### config.mk
export PLATFORM = sky130hd
export DESIGN_NAME = aiq_csr
export DESIGN_NICKNAME = d
export VERILOG_FILES = /design/src/aiq_pkg.sv /design/src/aiq_csr.sv
export SDC_FILE = /design/constraint.sdc
export NUM_CORES = 1
export LEC_CHECK = 0
export BUFFER_PORTS_ARGS = -buffer_cell sky130_fd_sc_hd__buf_4
export CAP_MARGIN = 30
export CORE_MARGIN = 2
export CORE_UTILIZATION = 48
export CTS_CLUSTER_DIAMETER = 150
export DETAILED_ROUTE_END_ITERATION = 8
export HOLD_SLACK_MARGIN = 0.12
export MAX_ROUTING_LAYER = met4
export PLACE_DENSITY = 0.9
export SLEW_MARGIN = 20
export SYNTH_ARGS = -nofsm -noshare
export SYNTH_HDL_FRONTEND = slang
export SYNTH_SLANG_ARGS = --single-unit
export TNS_END_PERCENT = 100
### constraint.sdc
create_clock -name clock -period 1.45 [get_ports clock]
set_input_delay 0.145 -clock clock [delete_from_list [all_inputs] [get_ports clock]]
set_output_delay 0.145 -clock clock [all_outputs]
set_load 0.005 [all_outputs]
### src/aiq_pkg.sv
package aiq_pkg;

   localparam int CSR_ADDR_BITS = 4;
   localparam int CSR_DATA_BITS = 32;
   localparam int REG_INDEX_BITS = 2;

   localparam logic [REG_INDEX_BITS-1:0] REG_MODE        = 2'd0;
   localparam logic [REG_INDEX_BITS-1:0] REG_INV_SCALE   = 2'd1;
   localparam logic [REG_INDEX_BITS-1:0] REG_CODE_OFFSET = 2'd2;

   localparam logic        MODE_INT8 = 1'b0;
   localparam logic        MODE_INT4 = 1'b1;

   localparam logic [31:0] INV_SCALE_RESET   = 32'd65536;
   localparam logic [7:0]  CODE_OFFSET_RESET = 8'd0;

   localparam logic [7:0]  CODE8_TOP   = 8'd255;
   localparam logic [7:0]  CODE4_TOP   = 8'd15;
   localparam logic [3:0]  NIBBLE_ZERO = 4'h0;

   typedef struct packed {
      logic        mode;
      logic [31:0] inv_scale;
      logic [7:0]  code_offset;
      logic        mode_write;
   } aiq_cfg_type;

endpackage

### src/aiq_csr.sv
module aiq_csr (
   input  logic                                clock,
   input  logic                                reset,
   input  logic                                csr_psel,
   input  logic                                csr_penable,
   input  logic                                csr_pwrite,
   input  logic [aiq_pkg::CSR_ADDR_BITS-1:0]  csr_paddr,
   input  logic [aiq_pkg::CSR_DATA_BITS-1:0]  csr_pwdata,
   output logic [aiq_pkg::CSR_DATA_BITS-1:0]  csr_prdata,
   output logic                                csr_pready,
   output aiq_pkg::aiq_cfg_type                cfg
);
   import aiq_pkg::*;

   logic                      mode_ff, mode_in;
   logic [31:0]               inv_scale_ff, inv_scale_in;
   logic [7:0]                code_offset_ff, code_offset_in;
   logic                      wr_en;
   logic [REG_INDEX_BITS-1:0] reg_index;

   assign csr_pready = 1'b1;
   assign wr_en      = csr_psel && csr_penable && csr_pwrite && csr_pready;
   assign reg_index  = csr_paddr[CSR_ADDR_BITS-1:2];

   always_comb begin
      mode_in        = mode_ff;
      inv_scale_in   = inv_scale_ff;
      code_offset_in = code_offset_ff;
      if (wr_en) begin
         unique case (reg_index)
            REG_MODE:        mode_in        = csr_pwdata[0];
            REG_INV_SCALE:   inv_scale_in   = csr_pwdata[31:0];
            REG_CODE_OFFSET: code_offset_in = csr_pwdata[7:0];
            default: ;
         endcase
      end
   end

   always_ff @(posedge clock) begin
      if (reset) begin
         mode_ff        <= MODE_INT8;
         inv_scale_ff   <= INV_SCALE_RESET;
         code_offset_ff <= CODE_OFFSET_RESET;
      end else begin
         mode_ff        <= mode_in;
         inv_scale_ff   <= inv_scale_in;
         code_offset_ff <= code_offset_in;
      end
   end

   always_comb begin
      unique case (reg_index)
         REG_MODE:        csr_prdata = {{(CSR_DATA_BITS-1){1'b0}}, mode_ff};
         REG_INV_SCALE:   csr_prdata = inv_scale_ff;
         REG_CODE_OFFSET: csr_prdata = {{(CSR_DATA_BITS-8){1'b0}}, code_offset_ff};
         default:         csr_prdata = '0;
      endcase
   end

   assign cfg.mode        = mode_ff;
   assign cfg.inv_scale   = inv_scale_ff;
   assign cfg.code_offset = code_offset_ff;
   assign cfg.mode_write  = wr_en && (reg_index == REG_MODE);

endmodule

==> results_dict.tcl <==
set metrics [dict create \
    syn_avg_cell_area_um2 9.81 \
    pwr-share-clk 0.399 \
    buffer_ports.inserted 112 \
    first_global_vias 1664 \
    numPlacedInstances 364 \
    drt_pre_antenna_iters 4 \
    layout_min_cycle_time_ns 1.28 \
    final_design_area_no_fill_um2 3130 \
    cellLeakagePower_uw 0.00144 \
    cts.repair.resized 0 \
    synth_fa_ha_area_frac 0 \
    yosysUniqueCellTypes 18 \
    power.ir.vdd_worst_mv 0.486 \
    grt_overflow 0 \
    dr_total_vias 1816 \
    power_density_nw_per_um2 757 \
    hold_viol 0 \
    share_of_synthesized_area_occupied_by_flip_flops_and_latches 0.389 \
    run_status "complete, no violations" \
    die_h_um 70.3 \
    critPathArrivalTime_ns 1.14 \
    max_clock_freq_ghz 0.781 \
    postSynthNetCount 256 \
    layout_commonest_cell "sky130_fd_sc_hd__buf_4" \
    wl_per_cell_um 13.1 \
    layout_setup_ws_ns 0.169 \
    drive_gt1_frac 0.379 \
    syn-cell-area_um2 2110 \
    critical_path_start_end_classification "in2out" \
    global_route_wire_length_before_repair_mm 7.97 \
    timing.slew.headroom 0.647 \
    synthMuxAreaShare 0.199 \
    maximum_number_of_pins_on_one_net_before_global_route_repair 74 \
    clock_sinks 41 \
    hp-class "in2reg" \
    synth-simple-area-share 0.308 \
    area_delta_synth_final_pct 48.3 \
    final_antenna_net_count 0 \
    final_core_util 0.728 \
    worst_ep_required_time_ns 1.31 \
    timing.critical_path.mode_cell "sky130_fd_sc_hd__buf_4" \
    postSynthRegisterBits 41 \
    finalClockSkew_ns 0 \
    design.core.area_um2 4290 \
    power.switching_uw 496 \
    clockBufferDepth 2 \
    worst_setup_hold_path_clk_slew_ns 0.07 \
    combinational_family_with_the_most_area_after_synthesis "simple AND/OR/NAND/NOR gates" \
    drt_via_density 4.75 \
    startpoint_type "input port" \
    post-route-drc-count 0 \
    first_iter_violations 114 \
    placement_rows 24 \
    dp_worst_setup_slack_ns 0.113 \
    setup_viol_count_final 0 \
    num-nets-final 370 \
    critical-path-top-delay-family "buffers and inverters" \
    antenna_cells_inserted 0 \
    post_synth_inst_count 215 \
    worstMarginPinSlew_ns 0.530 \
    critical_path.slowest_cell "sky130_fd_sc_hd__nor2b_4" \
    synth_compound_gate_area_share 0.0314 \
    switching_share 0.209 \
    postPlaceCellArea_um2 2910 \
    critical_path.n_buffers_inverters 3 \
    floorplan.io_pins 116 \
    tritoncts "yes" \
    finalMaxSlewViolations 0 \
    crit_path_max_incr_delay_ns 0.30 \
    combinationalPowerShare 0.115 \
    most_used_cells_in_the_layout_excluding_fill_and_tap_cells "sky130_fd_sc_hd__buf_4 (115), sky130_fd_sc_hd__nand2b_1 (72), sky130_fd_sc_hd__mux2i_1 (42), sky130_fd_sc_hd__dfxtp_1 (41), sky130_fd_sc_hd__and2_1 (24)" \
    cell_internal_pwr_uw 1870 \
    gp_routability_congestion 0.736 \
    synthesis.yosys.warnings 0 \
    end_kind "output pin" \
    htree_levels 2 \
    die-area_um2 4940 \
    initial_utilization 0.491 \
    post-route-period-util 0.883 \
    finalWirelength_mm 5.02 \
    power.sequential.fraction 0.486 \
    hpwl_mm 3.44 \
    cp_max_fo 23 \
    grt_antenna_before_repair 0 \
    chipWidth_um 70.3 \
    setup_repair_after_global_routing_missed_its_margin "no" \
    cts.root.buffer_cell "sky130_fd_sc_hd__clkbuf_8" \
    setup_tns_ns 0 \
    clock_latency_ns 0.29 \
    drv_cap 0 \
    worstPathCellList "buf_4 > nor2b_4 > buf_4 > and2_1 > buf_4" \
    grt_util_all_layers 0.204 \
    synth-xor-area-share 0 \
    cts_buffers 5 \
    finalNonFillerCells 382 \
]
## sequential cells by signal, summed over array words and instances (netlist names)
signal / flops
code_offset_ff: 8
inv_scale_ff: 32
mode_ff: 1
## worst paths after layout
kind              startpoint               to  slack, ns  cells after the start
min reg2reg  inv_scale_ff[8]  inv_scale_ff[8]       0.49                      2
min            csr_pwdata[8]  inv_scale_ff[8]       0.13                      3
max             csr_paddr[2]   csr_prdata[26]       0.17                      5
max reg2reg  inv_scale_ff[1]  inv_scale_ff[1]       0.78                      2
## repair_timing
item,4_1_cts,5_1_grt
hold endpoints to repair,8,2
setup buffers,0,0
hold buffers,8,2
## metal layers
layer  wire (µm)  global-route usage  vias to the layer above
li1            -                   -                      916
met3         396              0.0635                        5
met1        2140               0.251                      824
met5           0                   -                        -
met4          42              0.0449                        0
met2        2430               0.330                       71
## logic make-up after synthesis
logic type,count (synthesis)
other cells,1
buf+inv,19
flops,41
simple gates,104
compound gates,8
mux,42
## power groups by stage
stage | combinational (µW) | clock, µW | sequential, µW
floorplan | 128 | 0 | 1180
global placement | 244 | 0 | 1180
detailed placement | 251 | 0 | 1180
CTS | 270 | 965 | 1150
global route | 296 | 1020 | 1150
finish | 274 | 944 | 1150
## area by class of cell
type / instances / area (µm²)
sequential: 41 / 821
multi-input combinational: 155 / 1140
tap: 52 / 65.1
fill: 338 / 1170
clock buffer: 7 / 86.3
timing repair buffer: 126 / 983
clock inverter: 1 / 30.0
## synth_stat cells
library cell	count	area [µm²]
sky130_fd_sc_hd__buf_12	3	60.1
sky130_fd_sc_hd__nor2_1	2	7.51
sky130_fd_sc_hd__conb_1	1	3.75
sky130_fd_sc_hd__nor2b_4	1	13.8
sky130_fd_sc_hd__clkbuf_1	10	37.5
sky130_fd_sc_hd__dfxtp_1	41	821
sky130_fd_sc_hd__nor3_1	1	5.00
sky130_fd_sc_hd__and2_1	24	150
sky130_fd_sc_hd__mux2i_1	42	420
sky130_fd_sc_hd__nand3_1	1	5.00
sky130_fd_sc_hd__nand2_1	1	3.75
sky130_fd_sc_hd__buf_6	2	22.5
sky130_fd_sc_hd__nand2b_1	72	450
sky130_fd_sc_hd__a22o_1	7	61.3
sky130_fd_sc_hd__buf_2	1	5.00
sky130_fd_sc_hd__o21ai_0	1	5.00
sky130_fd_sc_hd__buf_4	3	22.5
sky130_fd_sc_hd__and2b_1	2	15.0
## worst register-to-register path: cells and delay by family (launching register included)
kind             cells  cell delay [ns]
DFF                  1             0.36
muxes                1             0.16
and+or+nand+nor      1             0.08
## stage by stage
step | power, µW | hold slack [ns]
global placement | 1420 | 0.406
CTS | 2390 | 0.120
floorplan | 1300 | 0.300
finish | 2370 | 0.125
detailed placement | 1430 | 0.423
global route | 2470 | 0.125
(Power assumes the default switching activity.)
