## config.mk

```make
export PLATFORM = sky130hd
export DESIGN_NAME = aiq_pack
export DESIGN_NICKNAME = d
export VERILOG_FILES = /design/src/aiq_pkg.sv /design/src/aiq_pack.sv
export SDC_FILE = /design/constraint.sdc
export NUM_CORES = 1
export LEC_CHECK = 0
export BUFFER_PORTS_ARGS = -buffer_cell sky130_fd_sc_hd__buf_2
export CAP_MARGIN = 5
export CORE_ASPECT_RATIO = 1.1
export CORE_MARGIN = 1
export CORE_UTILIZATION = 25
export DETAILED_ROUTE_END_ITERATION = 10
export GPL_TIMING_DRIVEN = 1
export PLACE_DENSITY = 0.51
export SLEW_MARGIN = 30
export SYNTH_ARGS = -nofsm -noshare
export SYNTH_HDL_FRONTEND = slang
export SYNTH_SLANG_ARGS = --single-unit
```

## constraint.sdc

```tcl
create_clock -name clock -period 10.89 [get_ports clock]
set_input_delay 1.089 -clock clock [delete_from_list [all_inputs] [get_ports clock]]
set_output_delay 1.089 -clock clock [all_outputs]
set_load 0.05 [all_outputs]
```

## src/aiq_pkg.sv

```systemverilog
package aiq_pkg;

   localparam int CSR_ADDR_BITS = 4;
   localparam int CSR_DATA_BITS = 32;
   localparam int REG_INDEX_BITS = 2;

   localparam logic [REG_INDEX_BITS-1:0] REG_MODE        = 2'd0;
   localparam logic [REG_INDEX_BITS-1:0] REG_INV_SCALE   = 2'd1;
   localparam logic [REG_INDEX_BITS-1:0] REG_CODE_OFFSET = 2'd2;

   localparam logic        MODE_INT8 = 1'b0;
   localparam logic        MODE_INT4 = 1'b1;

   localparam logic [31:0] INV_SCALE_RESET   = 32'd65536;
   localparam logic [7:0]  CODE_OFFSET_RESET = 8'd0;

   localparam logic [7:0]  CODE8_TOP   = 8'd255;
   localparam logic [7:0]  CODE4_TOP   = 8'd15;
   localparam logic [3:0]  NIBBLE_ZERO = 4'h0;

   typedef struct packed {
      logic        mode;
      logic [31:0] inv_scale;
      logic [7:0]  code_offset;
      logic        mode_write;
   } aiq_cfg_type;

endpackage

```

## src/aiq_pack.sv

```systemverilog
module aiq_pack #(
   parameter int PROD_W    = 65,
   parameter int PROD_FRAC = 32
) (
   input  logic                 clock,
   input  logic                 reset,
   input  aiq_pkg::aiq_cfg_type cfg,
   input  logic                 prod_valid,
   output logic                 prod_ready,
   input  logic [PROD_W-1:0]    prod,
   input  logic                 prod_last,
   output logic                 rsp_valid,
   input  logic                 rsp_stall,
   output logic [7:0]           rsp_code,
   output logic                 rsp_final_res
);
   import aiq_pkg::*;

   // One spare bit above whichever is wider: the product or the offset term.
   localparam int SUM_W = ((PROD_W > PROD_FRAC + 9) ? PROD_W : PROD_FRAC + 9) + 1;

   logic              rsp_valid_ff, rsp_valid_in;
   logic [7:0]        code_ff, code_in;
   logic              final_ff, final_in;
   logic [3:0]        held_nibble_ff, held_nibble_in;
   logic              waiting_ff, waiting_in;
   logic              take;
   logic              emit;
   logic [7:0]        top;
   logic signed [SUM_W-1:0] sum;
   logic signed [SUM_W-1:0] hi;
   logic [SUM_W-1:0]  sum_clamped;
   logic [7:0]        q_code;

   assign prod_ready = !rsp_valid_ff || !rsp_stall;
   assign take       = prod_valid && prod_ready;

   assign top = (cfg.mode == MODE_INT4) ? CODE4_TOP : CODE8_TOP;
   assign sum = $signed({{(SUM_W-PROD_W){prod[PROD_W-1]}}, prod})
              + $signed({{(SUM_W-8-PROD_FRAC){1'b0}}, cfg.code_offset, {PROD_FRAC{1'b0}}});
   assign hi  = $signed({{(SUM_W-8-PROD_FRAC){1'b0}}, top, {PROD_FRAC{1'b0}}});

   always_comb begin
      priority if (sum[SUM_W-1]) begin
         sum_clamped = '0;
      end else if (sum > hi) begin
         sum_clamped = hi;
      end else begin
         sum_clamped = sum;
      end
   end

   // Round half up; a value clamped to the top has a zero fraction, so no carry out.
   assign q_code = sum_clamped[PROD_FRAC+7:PROD_FRAC] + {7'd0, sum_clamped[PROD_FRAC-1]};

   always_comb begin
      emit           = 1'b0;
      code_in        = code_ff;
      final_in       = final_ff;
      held_nibble_in = held_nibble_ff;
      waiting_in     = waiting_ff;
      if (take) begin
         priority if (cfg.mode == MODE_INT8) begin
            emit     = 1'b1;
            code_in  = q_code;
            final_in = prod_last;
         end else if (waiting_ff) begin
            emit           = 1'b1;
            code_in        = {held_nibble_ff, q_code[3:0]};
            final_in       = prod_last;
            held_nibble_in = NIBBLE_ZERO;
            waiting_in     = 1'b0;
         end else if (prod_last) begin
            // Unpaired final sample goes out alone with an empty low nibble.
            emit     = 1'b1;
            code_in  = {q_code[3:0], NIBBLE_ZERO};
            final_in = 1'b1;
         end else begin
            held_nibble_in = q_code[3:0];
            waiting_in     = 1'b1;
         end
      end
      if (cfg.mode_write) begin
         held_nibble_in = NIBBLE_ZERO;
         waiting_in     = 1'b0;
      end
   end

   assign rsp_valid_in = prod_ready ? emit : rsp_valid_ff;

   always_ff @(posedge clock) begin
      if (reset) begin
         rsp_valid_ff   <= 1'b0;
         waiting_ff     <= 1'b0;
         held_nibble_ff <= NIBBLE_ZERO;
      end else begin
         rsp_valid_ff   <= rsp_valid_in;
         waiting_ff     <= waiting_in;
         held_nibble_ff <= held_nibble_in;
      end
   end

   always_ff @(posedge clock) begin
      if (emit) begin
         code_ff  <= code_in;
         final_ff <= final_in;
      end
   end

   assign rsp_valid     = rsp_valid_ff;
   assign rsp_code      = code_ff;
   assign rsp_final_res = final_ff;

endmodule

```

==> results of run 1 <==
metal layers:
layer,track usage [%],part of all wire [%],up-vias
li1,-,-,1241
met5,0,0,-
met1,18.9,50,1076
met2,22.5,44,81
met3,1.77,5.6,4
met4,2.98,0.75,0
synth_stat cells, types with 4 or more instances:
cell	instances	area, um2
a211oi_1	4	30.0
a21oi_1	19	95.1
and3_1	8	50.1
clkbuf_1	5	18.8
dfxtp_1	6	120
edfxtp_1	9	270
ha_1	14	175
inv_1	13	48.8
nand2_1	26	97.6
nand2b_1	7	43.8
nand3_1	15	75.1
nand4_1	6	37.5
nor2_1	25	93.8
nor2b_1	4	25.0
nor3_1	9	45.0
nor4_1	10	62.6
o211ai_1	8	60.1
o21a_1	7	52.6
o21ai_0	7	35.0
o21ai_1	5	25.0
xnor2_1	4	35.0
xor2_1	8	70.1
through the flow:
stage               cells  instance area (um2)
detailed placement    467                 2650
global placement      467                 2650
floorplan             279                 2130
global route          471                 2700
finish                471                 2700
CTS                   471                 2700
cell type report:
| class | instances | area share, % |
|---|---|---|
| Sequential cell | 15 | 14.5 |
| Tap cell | 108 | 5.01 |
| Clock buffer | 4 | 1.67 |
| Multi-Input combinational cell | 241 | 60.3 |
| Timing Repair Buffer | 90 | 16.7 |
| Inverter | 13 | 1.81 |
power by group:
part	switching [W]	internal, W	total, W
registers	0.000000885	0.0000636	0.0000645
logic	0.0000621	0.0000373	0.0000995
clock network	0.0000184	0.0000259	0.0000443
cell families after synthesis:
kind of cell    share of synthesized area [%]
mux                                      1.94
flops                                    18.3
buf+inv                                  5.17
compound gates                           27.4
xor+xnor                                 4.94
simple gates                             33.0
fa+ha+maj                                9.17
worst max-delay path, stage by stage:
cell and delay [ns]:
buf_2 0.08, ha_1 0.20, inv_1 0.07, fa_1 0.39, nand2b_1 0.18, a21oi_2 0.21
nor2b_1 0.09, xor2_1 0.31, inv_1 0.08, ha_1 0.29, nand2_1 0.08, nor4_1 0.25
nand4_1 0.16, or4_1 0.44, a32oi_1 0.21, nand4_1 0.16, nor4_4 0.74, a21oi_1 0.16
ha_1 0.31, ha_1 0.33, and3_1 0.19, o21a_1 0.18, o21ai_1 0.17, o211ai_1 0.12
sequential cells by signal, summed over array words and instances, names as in the netlist:
name / flops
rsp_code: 8
rsp_final_res: 1
held_nibble_ff: 4
rsp_valid: 1
waiting_ff: 1
worst max path at each step:
stage                      start           to  depth (start not counted)
after floorplan           cfg[1]  rsp_code[6]                         25
after global routing      cfg[1]  rsp_code[6]                         24
final                     cfg[1]  rsp_code[6]                         24
after global placement    cfg[2]  rsp_code[6]                         23
after detailed placement  cfg[2]  rsp_code[6]                         23
after CTS                 cfg[2]  rsp_code[6]                         23
==> results.py, run 1 <==
metrics = {
    "clock_tree": {
        "cts_resized": 0,
        "cts_hold_buf": 0,
        "cts_tree": "built",
        "clockBufferDepth": 2,
        "cts-buffers-inserted": 3,
        "cts_root_buf": "clkbuf_8",
        "cts_setup_buffers": 0,
        "clk_pin_slew_worst_paths_ns": 0.06,
        "clkLatencyLatePin_ns": 0.24,
        "htree_levels": 1,
        "clkSinkCount": 15,
    },
    "routing": {
        "drt_iter0_drc": 134,
        "routed_via_density": 5.10,
        "firstDrtPassIters": 5,
        "num_vias": 2402,
        "wl_per_cell_um": 12.8,
        "totalWireLength_mm": 6.04,
        "drc": 0,
        "ant_nets": 0,
    },
    "layout": {
        "regArea_um2": 390,
        "final_common_cell": "buf_2",
        "final_cell_mix": "buf_2 (90), nand2_1 (26), nor2_1 (25), a21oi_1 (19), nand3_1 (15)",
        "layout-drive-gt1-share_pct": 28.4,
        "final_util_pct": 33.4,
        "diodes": 0,
        "nFillCells": 898,
        "final_net_count": 491,
        "multi_input_area_um2": 1630,
        "area_growth_pct": 26.7,
    },
    "synth": {
        "ys.flop_type": "edfxtp_1",
        "netlist_instances": 279,
        "ys_types": 62,
        "synth-edff-count": 9,
        "synth_area_um2": 2130,
        "avgSynthCellArea_um2": 7.63,
        "ys_async_sr_fraction_pct": 0,
        "synth_seq_cells": 15,
        "synth.net_count": 406,
        "seq_area_frac_synth_pct": 18.3,
        "yosysWarnings": 0,
    },
    "power_and_ir_drop": {
        "power.total_w": 0.000208,
        "peakVddDrop_uv": 39.5,
        "p_leak_nw": 1.11,
        "power_density_nw_per_um2": 77.2,
    },
    "place": {
        "place_ws_ns": 4.10,
        "place_congestion": 0.888,
        "io_buffers": 90,
        "dp_hpwl_mm": 4.97,
    },
    "timing": {
        "skew_ns": 0.00128,
        "final_max_slew_viol_count": 0,
        "final_hold_viol_count": 0,
        "setup_violations": 0,
        "hold_ws_ns": 0.466,
        "grt_setup_unrepaired": "false",
        "finalCriticalPeriod_ns": 6.52,
        "tightest_slew_ns": 0.762,
        "finalSetupTns_ns": 0,
        "worst_slack_ns": 4.37,
        "fin_crit_sh_pct": 59.9,
        "maxSlewHeadroom_pct": 48.8,
        "fmax_mhz": 153,
    },
    "die": {
        "die_h_um": 98.8,
        "core_um2": 8080,
        "initial_utilization_pct": 26.3,
        "num_io_pins": 123,
        "num_rows": 34,
        "die_w_um": 90.0,
        "dieArea_um2": 8890,
    },
    "setup_path": {
        "worstPathMaxFanout": 16,
        "r2r_cells": 4,
        "path_class": "in2reg",
        "worstPathArrival_ns": 6.51,
        "r2r-end": "rsp_code[2]",
        "cp-end-kind": "flip-flop",
        "required_ns": 10.87,
        "crit_path_start_kind": "primary input",
        "reg2reg_from": "waiting_ff",
        "r2r_slack_ns": 9.35,
    },
    "global_routing": {
        "grt_pass1_wl_mm": 10.1,
        "antenna_found_initial": 0,
        "grt_max_degree": 17,
        "grtUsageTotal_pct": 13.6,
        "grt-ovfl-total": 0,
        "first_global_vias": 2203,
    },
    "worst_hold_path": {
        "whs_path_depth": 2,
        "min_from": "held_nibble_ff[2]",
        "hp-class": "reg2reg",
        "holdPathEnd": "held_nibble_ff[2]",
    },
    "status": {
        "outcome": "complete, no violations",
    },
    "run": {
        "drv_cap": 0,
    },
}
(Power assumes the default switching activity.)
==> run 2, diff against run 1 <==
--- a/config.mk
+++ b/config.mk
@@ -12,7 +12,7 @@
 export CORE_UTILIZATION = 25
 export DETAILED_ROUTE_END_ITERATION = 10
 export GPL_TIMING_DRIVEN = 1
-export PLACE_DENSITY = 0.51
+export PLACE_DENSITY = 0.52
 export SLEW_MARGIN = 30
 export SYNTH_ARGS = -nofsm -noshare
 export SYNTH_HDL_FRONTEND = slang
==> constraint.sdc (replaced) <==
create_clock -name clock -period 5.5 [get_ports clock]
set_input_delay 0.55 -clock clock [delete_from_list [all_inputs] [get_ports clock]]
set_output_delay 0.55 -clock clock [all_outputs]
set_load 0.05 [all_outputs]
==> results.py, run 2 (same netlist as run 1, synthesis figures left out) <==
metrics = {
    "status": {
        "outcome": "complete, no violations",
    },
    "die": {
        "num_io_pins": 123,
        "core_um2": 8080,
        "initial_utilization_pct": 26.3,
        "die_h_um": 98.8,
        "num_rows": 34,
        "die_w_um": 90.0,
        "dieArea_um2": 8890,
    },
    "global_routing": {
        "grtUsageTotal_pct": 14.0,
        "grt_pass1_wl_mm": 10.5,
        "grt_max_degree": 15,
        "antenna_found_initial": 0,
        "first_global_vias": 2341,
        "grt-ovfl-total": 0,
    },
    "timing": {
        "fmax_mhz": 192,
        "final_max_slew_viol_count": 0,
        "maxSlewHeadroom_pct": 45.3,
        "final_hold_viol_count": 0,
        "skew_ns": 0.00766,
        "setup_violations": 0,
        "fin_crit_sh_pct": 94.9,
        "finalSetupTns_ns": 0,
        "worst_slack_ns": 0.280,
        "finalCriticalPeriod_ns": 5.22,
        "tightest_slew_ns": 0.808,
        "grt_setup_unrepaired": "false",
    },
    "layout": {
        "multi_input_area_um2": 1630,
        "area_growth_pct": 32.0,
        "final_net_count": 506,
        "final_area_um2": 2810,
        "nFillCells": 901,
        "largest_register_ffs": 8,
        "regArea_um2": 390,
        "diodes": 0,
        "final_common_cell": "buf_2",
        "layout-drive-gt1-share_pct": 31.2,
        "final_cell_mix": "buf_2 (90), nand2_1 (26), nor2_1 (25), a21oi_1 (19)",
    },
    "setup_path": {
        "cp-startpoint": "cfg[2]",
        "path_class": "in2reg",
        "crit_path_start_kind": "primary input",
        "worstPathArrival_ns": 5.21,
        "worstPathMaxFanout": 5,
        "r2r-end": "rsp_code[5]",
        "required_ns": 5.49,
        "r2r_slack_ns": 3.97,
        "r2r_cells": 4,
        "crit_chain": "buf_2 -> ha_1 -> a211oi_4 -> o31ai_1 -> a21o_1 -> a21oi_1 -> xor2_1 -> inv_1 -> ha_1 -> nand2_1 -> nor4_1 -> nand4_1 -> or4_1 -> a32oi_1 -> nand4_1 -> nor4_4 -> a21oi_1 -> ha_1 -> buf_4 -> nand4_1 -> a21boi_0 -> nor3b_1 -> o32a_1",
        "reg2reg_from": "waiting_ff",
        "worst_path_max_delay_cell": "or4_1",
        "cp-end-kind": "flip-flop",
        "cp_slowest_stage_delay_ns": 0.43,
    },
    "clock_tree": {
        "cts-buffers-inserted": 3,
        "htree_levels": 1,
        "cts_root_buf": "clkbuf_8",
        "clkLatencyLatePin_ns": 0.25,
        "cts_tree": "built",
        "cts_resized": 0,
        "clockBufferDepth": 2,
        "clkSinkCount": 15,
        "clk_pin_slew_worst_paths_ns": 0.06,
    },
    "routing": {
        "drc": 0,
        "ant_nets": 0,
        "wl_per_cell_um": 12.8,
        "routed_via_density": 5.18,
        "totalWireLength_mm": 6.22,
        "num_vias": 2517,
        "drt_iter0_drc": 148,
        "firstDrtPassIters": 4,
    },
    "power_and_ir_drop": {
        "p_leak_nw": 1.19,
        "power.total_w": 0.000429,
        "power_density_nw_per_um2": 152,
        "peakVddDrop_uv": 50.4,
    },
    "place": {
        "place_congestion": 0.893,
        "io_buffers": 90,
        "placed_cell_area_um2": 2760,
        "place_ws_ns": 0.0124,
        "dp_hpwl_mm": 5.14,
    },
    "worst_hold_path": {
        "min_from": "reset",
        "whs_path_depth": 2,
        "hp-class": "in2reg",
        "holdPathEnd": "rsp_valid",
    },
    "run": {
        "drv_cap": 0,
    },
}
[run 2: worst max-delay path: cells and delay by family]
family | cells | cell delay, ns
simple gates | 8 | 1.58
buf+inv | 3 | 0.37
xor+xnor | 1 | 0.23
compound gates | 8 | 1.64
fa+ha+maj | 3 | 0.86
[run 2: stage by stage]
step                utilization (%)  hold WS, ns  instances
finish                         34.8        0.477        486
global route                   34.8        0.475        486
CTS                            34.7        0.471        485
detailed placement             34.1        0.478        481
global placement               34.1        0.464        481
floorplan                         -        0.432        279
[run 2: how the worst max path moves through the flow]
stage	depth (start not counted)	to
global placement	23	rsp_code[7]
finish	23	rsp_code[7]
global route	23	rsp_code[6]
detailed placement	23	rsp_code[6]
CTS	23	rsp_code[6]
floorplan	25	rsp_code[6]
[run 2: layout make-up]
cell class                      instances  area share, %
Clock buffer                            4           1.60
Inverter                               13           1.74
Multi-Input combinational cell        241           57.9
Sequential cell                        15           13.9
Tap cell                              108           4.81
Timing Repair Buffer                  105           20.0
[run 2: timing repair]
action                     in CTS  in global routing
setup endpoints to repair       0                  2
hold buffers                    0                  0
setup buffers                   0                  1
[run 2: report_power, final]
part / total, W / leakage (nW) / internal [W] / switching (W)
combinational: 0.000213 / 1.03 / 0.0000862 / 0.000126
clock: 0.0000881 / 0.0228 / 0.0000513 / 0.0000368
sequential: 0.000128 / 0.135 / 0.000126 / 0.00000180
total: 0.000429 / 1.19 / 0.000263 / 0.000165
[run 2: metal layers]
layer  share of wire (%)  track usage, %
met1                  47            18.8
met4                0.95            4.22
met5                   0               0
met3                 7.2            1.62
met2                  44            23.8
